### config.mk
export PLATFORM = sky130hd
export DESIGN_NAME = touch_detect_baseline_tracker
export DESIGN_NICKNAME = d
export VERILOG_FILES = /design/src/rtl/tdbt_pkg.sv /design/src/rtl/tdbt_regs.sv /design/src/rtl/tdbt_core.sv /design/src/rtl/tdbt_out_reg.sv /design/src/rtl/touch_detect_baseline_tracker.sv
export VERILOG_INCLUDE_DIRS = /design/src /design/src/rtl
export SDC_FILE = /design/constraint.sdc
export NUM_CORES = 1
export LEC_CHECK = 0
export BUFFER_PORTS_ARGS = -buffer_cell sky130_fd_sc_hd__buf_4
export CAP_MARGIN = 20
export CORE_UTILIZATION = 60
export CTS_BUF_LIST = sky130_fd_sc_hd__clkbuf_8 sky130_fd_sc_hd__clkbuf_16
export DETAILED_ROUTE_END_ITERATION = 8
export PLACE_DENSITY = 0.87
export SETUP_SLACK_MARGIN = 0.3
export SYNTH_ARGS = -nofsm -noshare
export SYNTH_HDL_FRONTEND = slang
export SYNTH_SLANG_ARGS = --single-unit
### constraint.sdc
create_clock -name clk -period 10.4 [get_ports clk]
set_clock_uncertainty 0.05 [all_clocks]
set_input_delay 0.52 -clock clk [delete_from_list [all_inputs] [get_ports clk]]
set_output_delay 0.52 -clock clk [all_outputs]
set_load 0.01 [all_outputs]
### src/rtl/touch_detect_baseline_tracker_defines.svh
// Assertion macros used by the touch detector top level.
`ifndef TOUCH_DETECT_BASELINE_TRACKER_DEFINES_SVH
`define TOUCH_DETECT_BASELINE_TRACKER_DEFINES_SVH

// same-cycle implication, sampled on clk, off during rst
`define TDBT_ASSERT_IMP(label, a, b) \
  label: assert property (@(posedge clk) disable iff (rst) (a) |-> (b)) \
    else $error("tdbt assertion failed");

// next-cycle implication, sampled on clk, off during rst
`define TDBT_ASSERT_NXT(label, a, b) \
  label: assert property (@(posedge clk) disable iff (rst) (a) |=> (b)) \
    else $error("tdbt assertion failed");

`endif

### src/rtl/tdbt_pkg.sv
// Package: types and constants of the touch detector.
`timescale 1ns / 1ps
package tdbt_pkg;

  localparam int THR_W    = 16;
  localparam int REPEAT_W = 12;

  localparam logic [THR_W-1:0]    THRESHOLD_RESET  = 16'd150;
  localparam logic [REPEAT_W-1:0] IDLE_LIMIT_RESET = 12'd2400;
  localparam logic [REPEAT_W-1:0] REPEAT_MAX       = 12'd4095;

  localparam logic KIND_CAPTURE = 1'b0;
  localparam logic KIND_SAMPLE  = 1'b1;

  localparam logic REG_THRESHOLD  = 1'b0;
  localparam logic REG_IDLE_LIMIT = 1'b1;

  typedef struct packed {
    logic [THR_W-1:0]    threshold;
    logic [REPEAT_W-1:0] idle_limit;
  } cfg_t;

  typedef struct packed {
    logic touched;
    logic report_change;
    logic idle_request;
  } flags_t;

endpackage

### src/rtl/tdbt_regs.sv
// Configuration register file behind the APB-style port.
`timescale 1ns / 1ps
module tdbt_regs
  import tdbt_pkg::*;
(
  input  logic        clk,
  input  logic        rst,
  input  logic        psel,
  input  logic        penable,
  input  logic        pwrite,
  input  logic [2:0]  paddr,
  input  logic [31:0] pwdata,
  output logic [31:0] prdata,
  output logic        pready,
  output cfg_t        cfg
);

  logic wr_en;

  assign pready = 1'b1;
  assign wr_en  = psel && penable && pwrite && pready;

  always_ff @(posedge clk) begin
    if (rst) begin
      cfg.threshold  <= THRESHOLD_RESET;
      cfg.idle_limit <= IDLE_LIMIT_RESET;
    end else if (wr_en) begin
      unique case (paddr[2])
        REG_THRESHOLD:  cfg.threshold  <= pwdata[THR_W-1:0];
        REG_IDLE_LIMIT: cfg.idle_limit <= pwdata[REPEAT_W-1:0];
        default: ;
      endcase
    end
  end

  always_comb begin
    unique case (paddr[2])
      REG_THRESHOLD:  prdata = 32'(cfg.threshold);
      REG_IDLE_LIMIT: prdata = 32'(cfg.idle_limit);
      default:        prdata = '0;
    endcase
  end

endmodule

### src/rtl/tdbt_core.sv
// Baseline tracker, touch decision and repeat counter state.
`timescale 1ns / 1ps
module tdbt_core
  import tdbt_pkg::*;
#(
  parameter int COUNT_WIDTH = 16
) (
  input  logic                   clk,
  input  logic                   rst,
  input  logic                   accept,
  input  logic                   kind,
  input  logic [COUNT_WIDTH-1:0] measured_count,
  input  cfg_t                   cfg,
  output flags_t                 flags,
  output logic [COUNT_WIDTH-1:0] delta,
  output logic                   fresh
);

  localparam int CMP_W = (COUNT_WIDTH > THR_W) ? COUNT_WIDTH : THR_W;

  logic [COUNT_WIDTH-1:0] baseline, baseline_next;
  logic                   last_touched;
  logic [REPEAT_W-1:0]    repeat_count, repeat_count_next;

  logic [COUNT_WIDTH:0]   sum;
  logic [COUNT_WIDTH-1:0] bl_mid;
  logic [COUNT_WIDTH-1:0] delta_s;
  logic                   above, touched_s, same;

  always_comb begin
    above   = baseline < measured_count;
    sum     = {1'b0, baseline} + {1'b0, measured_count};
    bl_mid  = above ? sum[COUNT_WIDTH:1] : baseline;
    delta_s = above ? '0 : baseline - measured_count;
    touched_s = CMP_W'(delta_s) > CMP_W'(cfg.threshold);
    baseline_next = (!touched_s && (bl_mid != '0)) ? bl_mid - 1'b1 : bl_mid;
    same = fresh || (touched_s == last_touched);
    if (!same) begin
      repeat_count_next = '0;
    end else if (repeat_count != REPEAT_MAX) begin
      repeat_count_next = repeat_count + 1'b1;
    end else begin
      repeat_count_next = repeat_count;
    end

    if (kind == KIND_CAPTURE) begin
      flags = '0;
      delta = '0;
    end else begin
      flags.touched       = touched_s;
      flags.report_change = !same;
      flags.idle_request  = !touched_s && (repeat_count_next >= cfg.idle_limit);
      delta               = delta_s;
    end
  end

  always_ff @(posedge clk) begin
    if (rst) begin
      baseline     <= '0;
      last_touched <= 1'b0;
      fresh        <= 1'b1;
      repeat_count <= '0;
    end else if (accept) begin
      if (kind == KIND_CAPTURE) begin
        baseline     <= measured_count;
        last_touched <= 1'b0;
        fresh        <= 1'b1;
        repeat_count <= '0;
      end else begin
        baseline     <= baseline_next;
        last_touched <= touched_s;
        fresh        <= 1'b0;
        repeat_count <= repeat_count_next;
      end
    end
  end

endmodule

### src/rtl/tdbt_out_reg.sv
// Result register with flow control toward the receiver.
`timescale 1ns / 1ps
module tdbt_out_reg
  import tdbt_pkg::*;
#(
  parameter int COUNT_WIDTH = 16
) (
  input  logic                   clk,
  input  logic                   rst,
  input  logic                   load,
  input  flags_t                 flags_in,
  input  logic [COUNT_WIDTH-1:0] delta_in,
  output logic                   space,
  output logic                   out_valid,
  input  logic                   out_ready,
  output flags_t                 flags_out,
  output logic [COUNT_WIDTH-1:0] delta_out
);

  assign space = !out_valid || out_ready;

  always_ff @(posedge clk) begin
    if (rst) begin
      out_valid <= 1'b0;
    end else if (space) begin
      out_valid <= load;
    end
  end

  always_ff @(posedge clk) begin
    if (load) begin
      flags_out <= flags_in;
      delta_out <= delta_in;
    end
  end

endmodule

### src/rtl/touch_detect_baseline_tracker.sv
// Top level of the capacitive touch detector with baseline tracking.
// Input channel (in_valid/in_ready): kind and measured_count. A capture
//   (kind 0) loads the baseline from the count and returns an all-zero
//   result; a sample (kind 1) is compared against the tracked baseline.
// Output channel (out_valid/out_ready): touched, report_change,
//   idle_request and delta, exactly one result per input transfer.
// Latency: the result is registered and valid in the cycle after the input transfer.
// Throughput: one item per cycle while the receiver takes results; the result register is the only stage,
//   and in_ready is high whenever that register is empty or being drained.
// A stalled receiver holds the result register and lowers in_ready, so
//   at most one result waits; no item is dropped.
// Reset (rst, synchronous): baseline and repeat count clear, the next
//   sample counts as the first after a capture, threshold returns to 150
//   and idle limit to 2400, the result register empties.
// Registers: touch_threshold at byte 0x0, idle_limit at 0x4; write them
//   only while no transfer is in flight.
`timescale 1ns / 1ps
`include "touch_detect_baseline_tracker_defines.svh"
module touch_detect_baseline_tracker
  import tdbt_pkg::*;
#(
  parameter int COUNT_WIDTH = 16
) (
  input  logic                   clk,
  input  logic                   rst,
  input  logic                   psel,
  input  logic                   penable,
  input  logic                   pwrite,
  input  logic [2:0]             paddr,
  input  logic [31:0]            pwdata,
  output logic [31:0]            prdata,
  output logic                   pready,
  input  logic                   in_valid,
  output logic                   in_ready,
  input  logic                   kind,
  input  logic [COUNT_WIDTH-1:0] measured_count,
  output logic                   out_valid,
  input  logic                   out_ready,
  output logic                   touched,
  output logic                   report_change,
  output logic                   idle_request,
  output logic [COUNT_WIDTH-1:0] delta
);

  cfg_t                   cfg;
  flags_t                 core_flags, res_flags;
  logic [COUNT_WIDTH-1:0] core_delta;
  logic                   accept, fresh;

  assign accept = in_valid && in_ready;

  tdbt_regs u_regs (
    .clk     (clk),
    .rst     (rst),
    .psel    (psel),
    .penable (penable),
    .pwrite  (pwrite),
    .paddr   (paddr),
    .pwdata  (pwdata),
    .prdata  (prdata),
    .pready  (pready),
    .cfg     (cfg)
  );

  tdbt_core #(.COUNT_WIDTH(COUNT_WIDTH)) u_core (
    .clk            (clk),
    .rst            (rst),
    .accept         (accept),
    .kind           (kind),
    .measured_count (measured_count),
    .cfg            (cfg),
    .flags          (core_flags),
    .delta          (core_delta),
    .fresh          (fresh)
  );

  tdbt_out_reg #(.COUNT_WIDTH(COUNT_WIDTH)) u_out (
    .clk       (clk),
    .rst       (rst),
    .load      (accept),
    .flags_in  (core_flags),
    .delta_in  (core_delta),
    .space     (in_ready),
    .out_valid (out_valid),
    .out_ready (out_ready),
    .flags_out (res_flags),
    .delta_out (delta)
  );

  assign touched       = res_flags.touched;
  assign report_change = res_flags.report_change;
  assign idle_request  = res_flags.idle_request;

  `TDBT_ASSERT_NXT(a_capture_zero, accept && (kind == KIND_CAPTURE),
    out_valid && !touched && !report_change && !idle_request && (delta == '0))
  `TDBT_ASSERT_NXT(a_fresh_no_report, accept && (kind == KIND_SAMPLE) && fresh,
    out_valid && !report_change)
  `TDBT_ASSERT_IMP(a_idle_untouched, out_valid && touched, !idle_request)
  `TDBT_ASSERT_IMP(a_ready_when_empty, !out_valid, in_ready)

endmodule
==> out/qor.yml, run 1 <==
cts:
  clk_pin_slew_ps: 90
  cts_setup_buffers: 0
  htreeDepth: 3
  holdBufCountCts: 0
  clock-sinks: 78
  clock-root-buffer: "clkbuf_8"
  clkLatencyLatePin_ps: 370
  cts_tree: "yes"
  cts_resized: 0
  numCtsBuffers: 9
  clockBufferDepth: 2
logic_synthesis:
  ys_ff_latch: 78
  yosysWarnings: 0
  synthTopCellsByCount: "nand2_1 (89), a21oi_1 (74), nor2_1 (72)"
  synth_top_area_share_pct: 17.9
  async_reset_ff_share_pct: 0
  yosysTopAreaCell: "dfxtp_1"
  synth_most_common_cell: "nand2_1"
  ys.flop_type: "dfxtp_1"
  yosys.cell_types.count: 73
  synthTopCellsByArea: "dfxtp_1 (18%), ha_1 (12%), edfxtp_1 (8.7%), a21oi_1 (5.6%), nand2_1 (5.1%)"
  avgSynthCellArea_sq_um: 7.77
  synth_edf_count: 19
  netlist_area_sq_um: 6580
  yosysSeqAreaShare_pct: 26.6
  syn_inst: 847
sta:
  fin_ws_ps: 2880
  setup_violations: 0
  period_minus_slack_ps: 7520
  max_clock_freq_ghz: 0.133
  tightest_slew_ps: 1090
  setup_tns_ps: 0
  period_share_pct: 72.3
  maxSlewViolCount: 0
  rsz0062_at_grt: "false"
  final_hold_viol_count: 0
  slew_headroom_pct: 27.1
floorplan:
  die_y_microns: 107
  dieArea_sq_um: 11400
  core_area_sq_um: 10500
  num_rows: 37
  start_util_pct: 62.9
  io_pins: 113
  die_w_microns: 107
pwr:
  p_int_uw: 601
  p_seq_share_pct: 35.0
  power.share.combinational_pct: 41.6
  swShare_pct: 38.8
  vdd_drop_max_mv: 0.0895
  clkPwrFrac_pct: 23.4
  power.leakage_uw: 0.00324
  p_sw_uw: 382
  power.total_uw: 983
  power.density_nw_per_um2: 135
global_routing:
  grt_max_degree: 62
  gr-usage-all-layers_pct: 29.7
  grt_pass1_vias: 5794
  grt_antenna_before_repair: 0
  gr-total-overflow: 0
  grt_pass1_wl_microns: 27100
  grtUsageMet2_pct: 49.8
  use_met3_pct: 4.13
  grt_busiest_layer: "met2"
  use_met1_pct: 38.7
critical_path:
  required_ps: 10470
  slowest_delay_ps: 910
  crit_slowest_cell: "o41ai_4"
  critPathLaunchType: "flop"
  worstPathArrival_ps: 7590
  path_class: "reg2reg"
  end_kind: "flop"
  cp_common_cell: "a21o_1"
  crit_fanout: 25
cells_and_area:
  design_area_sq_um: 7280
  finalNonFillerCells: 1031
  drive_gt1_share_pct: 13.9
  antenna_cells: 0
  area_growth_syn_to_layout_pct: 10.6
  nets: 1014
place:
  routabilityCongestion: 0.962
  post-place-ws_ps: 2790
  dp.cells: 1015
  dpl-instance-area_sq_um: 7090
  hpwlAfterDp_microns: 12000
  portBuffers: 77
drt:
  drtPass1Iterations: 5
  drc: 0
  finalWirelength_microns: 16600
  wl_per_cell_microns: 16.1
  first_iter_violations: 393
  vias: 6207
  final_antenna_net_count: 0
  via_per_inst: 6.02
min_path:
  hold_path.class: "in2reg"
outcome:
  status: "completed"
job:
  drv_cap: 0
==> worst max-delay path, delay by kind of cell, from the launching register on <==
family                   cells  cell delay, ps
AO/OA/AOI/OAI               17            3530
adder cells (fa/ha/maj)      4             920
flip-flops                   1             400
AND/OR/NAND/NOR              6            1580
buffers and inverters        3             550
XOR/XNOR                     1             200
==> kinds of logic after synthesis <==
| family | share of synthesized area, % |
|---|---|
| buffers and inverters | 8.93 |
| other | 0.114 |
| AND/OR/NAND/NOR | 22.0 |
| multiplexers | 1.10 |
| adder cells (fa/ha/maj) | 12.6 |
| AO/OA/AOI/OAI | 22.8 |
| XOR/XNOR | 5.85 |
| flip-flops | 26.6 |
==> per-stage QoR <==
stage / utilization (%) / hold WS, ps
floorplan: - / 386
global placement: 67.7 / 393
detailed placement: 67.7 / 398
CTS: 69.6 / 303
global route: 69.6 / 309
finish: 69.6 / 305
==> state kept, by name, summed over array words and instances, names as in the netlist <==
register	cells
u_core.baseline	16
u_core.fresh	1
u_core.last_touched	1
u_core.repeat_count	12
u_out.delta_out	16
u_out.flags_out	3
u_out.out_valid	1
u_regs.cfg	28
==> routing by layer <==
layer,vias to the layer above,part of all wire [%]
li1,3033,-
met1,2910,45
met2,233,47
met3,31,6.3
met4,0,2.2
met5,-,0
==> cell type report <==
| type | count | area [sq um] |
|---|---|---|
| clock buffers | 12 | 165 |
| clock inverters | 4 | 30.0 |
| fillers | 890 | 3180 |
| inverters | 66 | 248 |
| multi-input cells | 654 | 4310 |
| flip-flops and latches | 78 | 1750 |
| well taps | 136 | 170 |
| repair buffers | 81 | 608 |
==> worst paths after layout <==
kind / end / from / slack [ps] / cells after the start
worst min register to register: u_regs.cfg[20] / u_regs.cfg[20] / 410 / 2
worst max register to register: u_out.flags_out[0] / u_core.baseline[0] / 2880 / 31
worst min-delay path: u_regs.cfg[13] / pwdata[1] / 300 / 2
worst max-delay path: u_out.flags_out[0] / u_core.baseline[0] / 2880 / 31
==> placed cells by master (no fill, tap or decap), types with 17 or more instances in the layout <==
cell type  instances
a21oi_1           74
and3_1            18
buf_4             81
conb_1            17
dfxtp_1           59
edfxtp_1          19
ha_1              63
inv_1             64
nand2_1           89
nand4_1           19
nor2_1            72
nor3_1            30
o21ai_0           33
xnor2_1           33
==> power by group through the flow <==
stage / clock network [uW] / logic (uW) / registers [uW]
2_1_floorplan: 0 / 315 / 349
3_3_place_gp: 0 / 390 / 350
3_5_place_dp: 0 / 399 / 351
4_1_cts: 231 / 403 / 344
5_1_grt: 243 / 448 / 346
6_report: 230 / 409 / 344
Power figures use the tool's default switching activity.
==> run 2, diff against run 1 <==
- CORE_UTILIZATION: 60 -> 58
- PLACE_DENSITY: 0.87 -> 0.84
- clock period: 10.4 -> 7.7 ns (I/O delays scaled with it)
==> run 2 against run 1 <==
Against the previous run: via count is 1.2% higher; wire length is 3.4% higher; critical path depth is 1 higher; non-clock buffer count is 3 higher; clock power is 89% higher; flip-flop and latch count stayed put; power is 49% higher.
==> out/qor.yml, run 2 (synthesis results as in run 1) <==
sta:
  maxSlewViolCount: 0  # unchanged
  setup_violations: 0  # unchanged
  period_share_pct: 89.0  # +17 points
  max_clock_freq_ghz: 0.146  # +9.8%
  period_minus_slack_ps: 6850  # -669 ps
  rsz0062_at_grt: "false"
  final_hold_viol_count: 0  # unchanged
  tightest_slew_ps: 1000  # -90.3 ps
  setup_tns_ps: 0  # unchanged
  slew_headroom_pct: 33.3  # +6.2 points
critical_path:
  cp_common_cell: "a21o_1"
  r2r-end: "u_out.flags_out[0]"
  crit_slowest_cell: "a2111o_1"
  worstPathArrival_ps: 6880  # -710 ps
  reg2reg_depth: 32  # +3.2%
  required_ps: 7730  # -2740 ps
  slowest_delay_ps: 470  # -440 ps
  r2r_slack_ps: 850  # -2030 ps
  path_class: "reg2reg"
  critPathLaunchType: "flop"
  crit_fanout: 10  # -60%
  regToRegStartpoint: "u_core.baseline[2]"
  end_kind: "flop"
cells_and_area:
  area_growth_syn_to_layout_pct: 12.7
  antenna_cells: 0  # unchanged
  largest_register_ffs: 28  # unchanged
  final_cell_mix: "nand2_1 (89), buf_4 (84), a21oi_1 (74)"
  final_common_cell: "nand2_1"
  reg_top3: "u_regs.cfg: 28 flops, u_core.baseline: 16 flops, u_out.delta_out: 16 flops"
  final-seq-area_sq_um: 1750  # unchanged
  drive_gt1_share_pct: 14.3  # +0.40 points
  nets: 1017  # +0.30%
  multi_input_area_sq_um: 4310  # unchanged
  post-route-util_pct: 67.8  # -1.8 points
  nFillCells: 937  # +5.3%
  top_register: "u_regs.cfg"
  design_area_sq_um: 7420  # +1.8%
cts:
  clkLatencyLatePin_ps: 350  # -20 ps
  clockBufferDepth: 2  # unchanged
  holdBufCountCts: 0  # unchanged
  htreeDepth: 3  # unchanged
  clock-sinks: 78  # unchanged
  cts_setup_buffers: 0  # unchanged
  cts_resized: 0  # unchanged
  clk_pin_slew_ps: 70  # -20 ps
  clock-root-buffer: "clkbuf_16"
  numCtsBuffers: 9  # unchanged
  cts_tree: "yes"
place:
  hpwlAfterDp_microns: 12700  # +5.2%
  dpl-instance-area_sq_um: 7120  # +0.39%
  portBuffers: 77  # unchanged
  routabilityCongestion: 0.925  # -3.9%
drt:
  finalWirelength_microns: 17200  # +3.4%
  vias: 6279  # +1.2%
  via_per_inst: 6.05  # +0.48%
  first_iter_violations: 412  # +4.8%
  final_antenna_net_count: 0  # unchanged
  drtPass1Iterations: 5  # unchanged
  wl_per_cell_microns: 16.6  # +2.8%
  drc: 0  # unchanged
min_path:
  min-delay-start: "pwdata[5]"
  hold_path.class: "in2reg"
  holdPathEnd: "u_regs.cfg[5]"
  whs_path_depth: 2  # unchanged
pwr:
  power.density_nw_per_um2: 198  # +46%
  vdd_drop_max_mv: 0.154  # +72%
  power.total_uw: 1460  # +49%
  power.leakage_uw: 0.00330  # +1.8%
floorplan:
  io_pins: 113  # unchanged
  num_rows: 38  # +2.7%
  die_y_microns: 109  # +1.7%
  die_w_microns: 109  # +1.7%
  start_util_pct: 60.2  # -2.7 points
  dieArea_sq_um: 11800  # +3.4%
  core_area_sq_um: 10900  # +4.5%
global_routing:
  grt_max_degree: 62  # unchanged
  grt_pass1_wl_microns: 28000  # +3.1%
  gr-usage-all-layers_pct: 30.6  # +0.93 points
  grt_antenna_before_repair: 0  # unchanged
  gr-total-overflow: 0  # unchanged
  grt_pass1_vias: 5844  # +0.86%
outcome:
  status: "completed"
job:
  drv_cap: 0  # unchanged
run 2: metrics by stage:
stage	cells	setup slack (ps)	hold WS, ps
finish	1038	850	197
global route	1038	386	193
CTS	1038	933	196
detailed placement	1022	820	400
global placement	1022	929	393
floorplan	862	1260	386
run 2: power by group:
group / internal [uW] / switching, uW / total [uW]
sequential: 444 / 21.1 / 465
combinational: 226 / 339 / 565
clock: 243 / 192 / 435
total: 913 / 552 / 1460
run 2: area by class of cell:
cell class	instances	area share, %
Timing Repair Buffer	84	8.50
Clock buffer	10	3.37
Clock inverter	6	0.675
Sequential cell	78	23.6
Multi-Input combinational cell	654	58.1
Tap cell	140	2.36
Inverter	66	3.34
run 2: worst max path at each step:
| stage | startpoint | to | slack, ps | cells past startpoint |
|---|---|---|---|---|
| 2_1_floorplan | measured_count[7] | u_out.flags_out[0] | 1260 | 34 |
| 3_3_place_gp | measured_count[2] | u_out.flags_out[0] | 930 | 34 |
| 3_5_place_dp | measured_count[2] | u_out.flags_out[0] | 820 | 34 |
| 4_1_cts | u_core.baseline[2] | u_out.flags_out[0] | 930 | 32 |
| 5_1_grt | u_core.baseline[1] | u_out.flags_out[0] | 390 | 34 |
| 6_report | u_core.baseline[2] | u_out.flags_out[0] | 850 | 32 |
run 2: critical path, delay by kind of cell, from the launching register on:
kind / cells / cell delay (ps)
simple gates: 4 / 580
compound gates: 22 / 3980
flops: 1 / 360
xor+xnor: 2 / 380
buf+inv: 1 / 170
fa+ha+maj: 3 / 1050
run 2: per-layer routing:
| layer | vias up | routed length (microns) | GRT usage (%) |
|---|---|---|---|
| li1 | 3041 | - | - |
| met5 | - | 0 | 0 |
| met1 | 2945 | 7280 | 38.8 |
| met2 | 246 | 8240 | 51.9 |
| met4 | 0 | 539 | 12.7 |
| met3 | 47 | 1160 | 4.28 |
==> run 3, diff against run 2 <==
- BUFFER_PORTS_ARGS: -buffer_cell sky130_fd_sc_hd__buf_4 -> -buffer_cell sky130_fd_sc_hd__clkbuf_2
- TNS_END_PERCENT: default -> 10
==> run 3 against run 2 <==
Against the previous run: global-route usage is 0.40 points lower; sequential power hardly changed; highest routed layer unchanged; combinational power is 2% lower; design area is 2.6% lower; sequential share of layout area is 0.64 points higher; largest cell class unchanged; wire length is 1.1% lower; clock-buffer cell count stayed put; hold slack hardly changed; via count is 0.96% lower; largest power group unchanged; power is 1.8% lower; fmax hardly changed; first-iteration DRC count is 9.7% lower.
==> out/qor.yml, run 3 (synthesis results as in run 1) <==
floorplan:
  die_y_microns: 109  # unchanged
  dieArea_sq_um: 11800  # unchanged
  io_pins: 113  # unchanged
  core_area_sq_um: 10900  # unchanged
  num_rows: 38  # unchanged
  die_w_microns: 109  # unchanged
  start_util_pct: 60.2  # unchanged
global_routing:
  grt_pass1_wl_microns: 27400  # -2.3%
  gr-total-overflow: 0  # unchanged
  grt_antenna_before_repair: 0  # unchanged
  gr-usage-all-layers_pct: 30.2  # -0.40 points
  grt_pass1_vias: 5635  # -3.6%
  grt_max_degree: 62  # unchanged
cts:
  clock-sinks: 78  # unchanged
  htreeDepth: 3  # unchanged
  cts_setup_buffers: 0  # unchanged
  clock-root-buffer: "clkbuf_16"
  clockBufferDepth: 2  # unchanged
  numCtsBuffers: 9  # unchanged
  cts_tree: "yes"
  clkLatencyLatePin_ps: 360  # about the same
  holdBufCountCts: 0  # unchanged
  cts_resized: 0  # unchanged
  clk_pin_slew_ps: 60  # about the same
pwr:
  power.density_nw_per_um2: 199  # +0.90%
  power.leakage_uw: 0.00325  # -1.3%
  vdd_drop_max_mv: 0.128  # -17%
critical_path:
  regToRegStartpoint: "u_core.baseline[2]"
  reg2reg_depth: 32  # unchanged
  crit_fanout: 7  # -3
  cpLargestDelayFamily: "compound AO/OA/AOI/OAI gates"
  path_class: "reg2reg"
  crit_slowest_cell: "a2111o_1"
  crit_start: "u_core.baseline[2]"
  critPathLaunchType: "flop"
  worstPathArrival_ps: 6880  # about the same
  required_ps: 7740  # about the same
  cp_num_buf_inv: 0  # -1
  end_kind: "flop"
  cp_common_cell: "a21o_1"
  slowest_delay_ps: 460  # about the same
  cp.depth: 32  # unchanged
cells_and_area:
  top_register: "u_regs.cfg"
  area_growth_syn_to_layout_pct: 9.69
  multi_input_area_sq_um: 4310  # unchanged
  final_cell_mix: "nand2_1 (89), clkbuf_2 (77), a21oi_1 (74)"
  reg_top3: "u_regs.cfg: 28 flops, u_core.baseline: 16 flops, u_out.delta_out: 16 flops"
  antenna_cells: 0  # unchanged
  drive_gt1_share_pct: 14.2  # -0.016 points
  nFillCells: 927  # -1.1%
  nets: 1018  # +0.098%
  design_area_sq_um: 7220  # -2.6%
  final-seq-area_sq_um: 1750  # unchanged
  finalNonFillerCells: 1039  # +0.096%
  final_common_cell: "nand2_1"
  largest_register_ffs: 28  # unchanged
drt:
  finalWirelength_microns: 17000  # -1.1%
  drc: 0  # unchanged
  drtPass1Iterations: 7  # +2
  final_antenna_net_count: 0  # unchanged
  via_per_inst: 5.99  # -1.1%
  vias: 6219  # -0.96%
  wl_per_cell_microns: 16.4  # -1.2%
  first_iter_violations: 372  # -9.7%
sta:
  maxSlewViolCount: 0  # unchanged
  period_share_pct: 88.9  # about the same
  slew_headroom_pct: 35.7  # +2.4 points
  setup_violations: 0  # unchanged
  setup_tns_ps: 0  # unchanged
  max_clock_freq_ghz: 0.146  # about the same
  whs_ps: 197  # +0.0320 ps
  fin_ws_ps: 853  # +2.32 ps
  tightest_slew_ps: 964  # -36.0 ps
  rsz0062_at_grt: "false"
  final_hold_viol_count: 0  # unchanged
  period_minus_slack_ps: 6850  # -2.32 ps
outcome:
  status: "completed"
job:
  drv_cap: 0  # unchanged
place:
  routabilityCongestion: 0.903  # -2.4%
  portBuffers: 77  # unchanged
  dpl-instance-area_sq_um: 6920  # -2.7%
  dp.cells: 1022  # unchanged
  post-place-ws_ps: 885  # +64.9 ps
  hpwlAfterDp_microns: 12500  # -0.82%
min_path:
  whs_path_depth: 2  # unchanged
  min-delay-start: "pwdata[2]"
  hold_path.class: "in2reg"
-- run 3: final timing paths --
check | endpoint | slack, ps
setup / recovery | u_out.flags_out[0] | 850
hold / removal | u_regs.cfg[14] | 200
setup reg to reg | u_out.flags_out[0] | 850
hold reg to reg | u_regs.cfg[24] | 410
-- run 3: where the power goes --
part / internal, uW / switching (uW)
Clock: 237 / 185
Sequential: 444 / 20.8
Combinational: 214 / 338
-- run 3: worst reg2reg max path: cells and delay by family (launching register included) --
kind,cells,cell delay (ps)
AO/OA/AOI/OAI,21,3740
adder cells (fa/ha/maj),3,1060
AND/OR/NAND/NOR,6,980
XOR/XNOR,2,390
flip-flops,1,350
-- run 3: final cells by class --
type | count | share of cell area [%]
clock buffers | 10 | 3.47
inverters | 66 | 3.43
multi-input cells | 654 | 59.7
flip-flops and latches | 78 | 24.3
repair buffers | 85 | 6.22
clock inverters | 6 | 0.503
well taps | 140 | 2.43
-- run 3: layer usage --
layer	global-route usage [%]	part of all wire (%)	routed length, microns	up-vias
met2	49.4	46	7890	253
met4	14.4	3.2	549	0
met5	0	0	0	-
li1	-	-	-	3042
met3	5.30	6.9	1180	40
met1	38.5	43	7410	2884
-- run 3: per-stage QoR --
step	util [%]	power [uW]
6_report	66.0	1440
5_1_grt	66.0	1510
4_1_cts	65.9	1430
3_5_place_dp	63.3	1010
3_3_place_gp	63.3	1000
2_1_floorplan	-	897
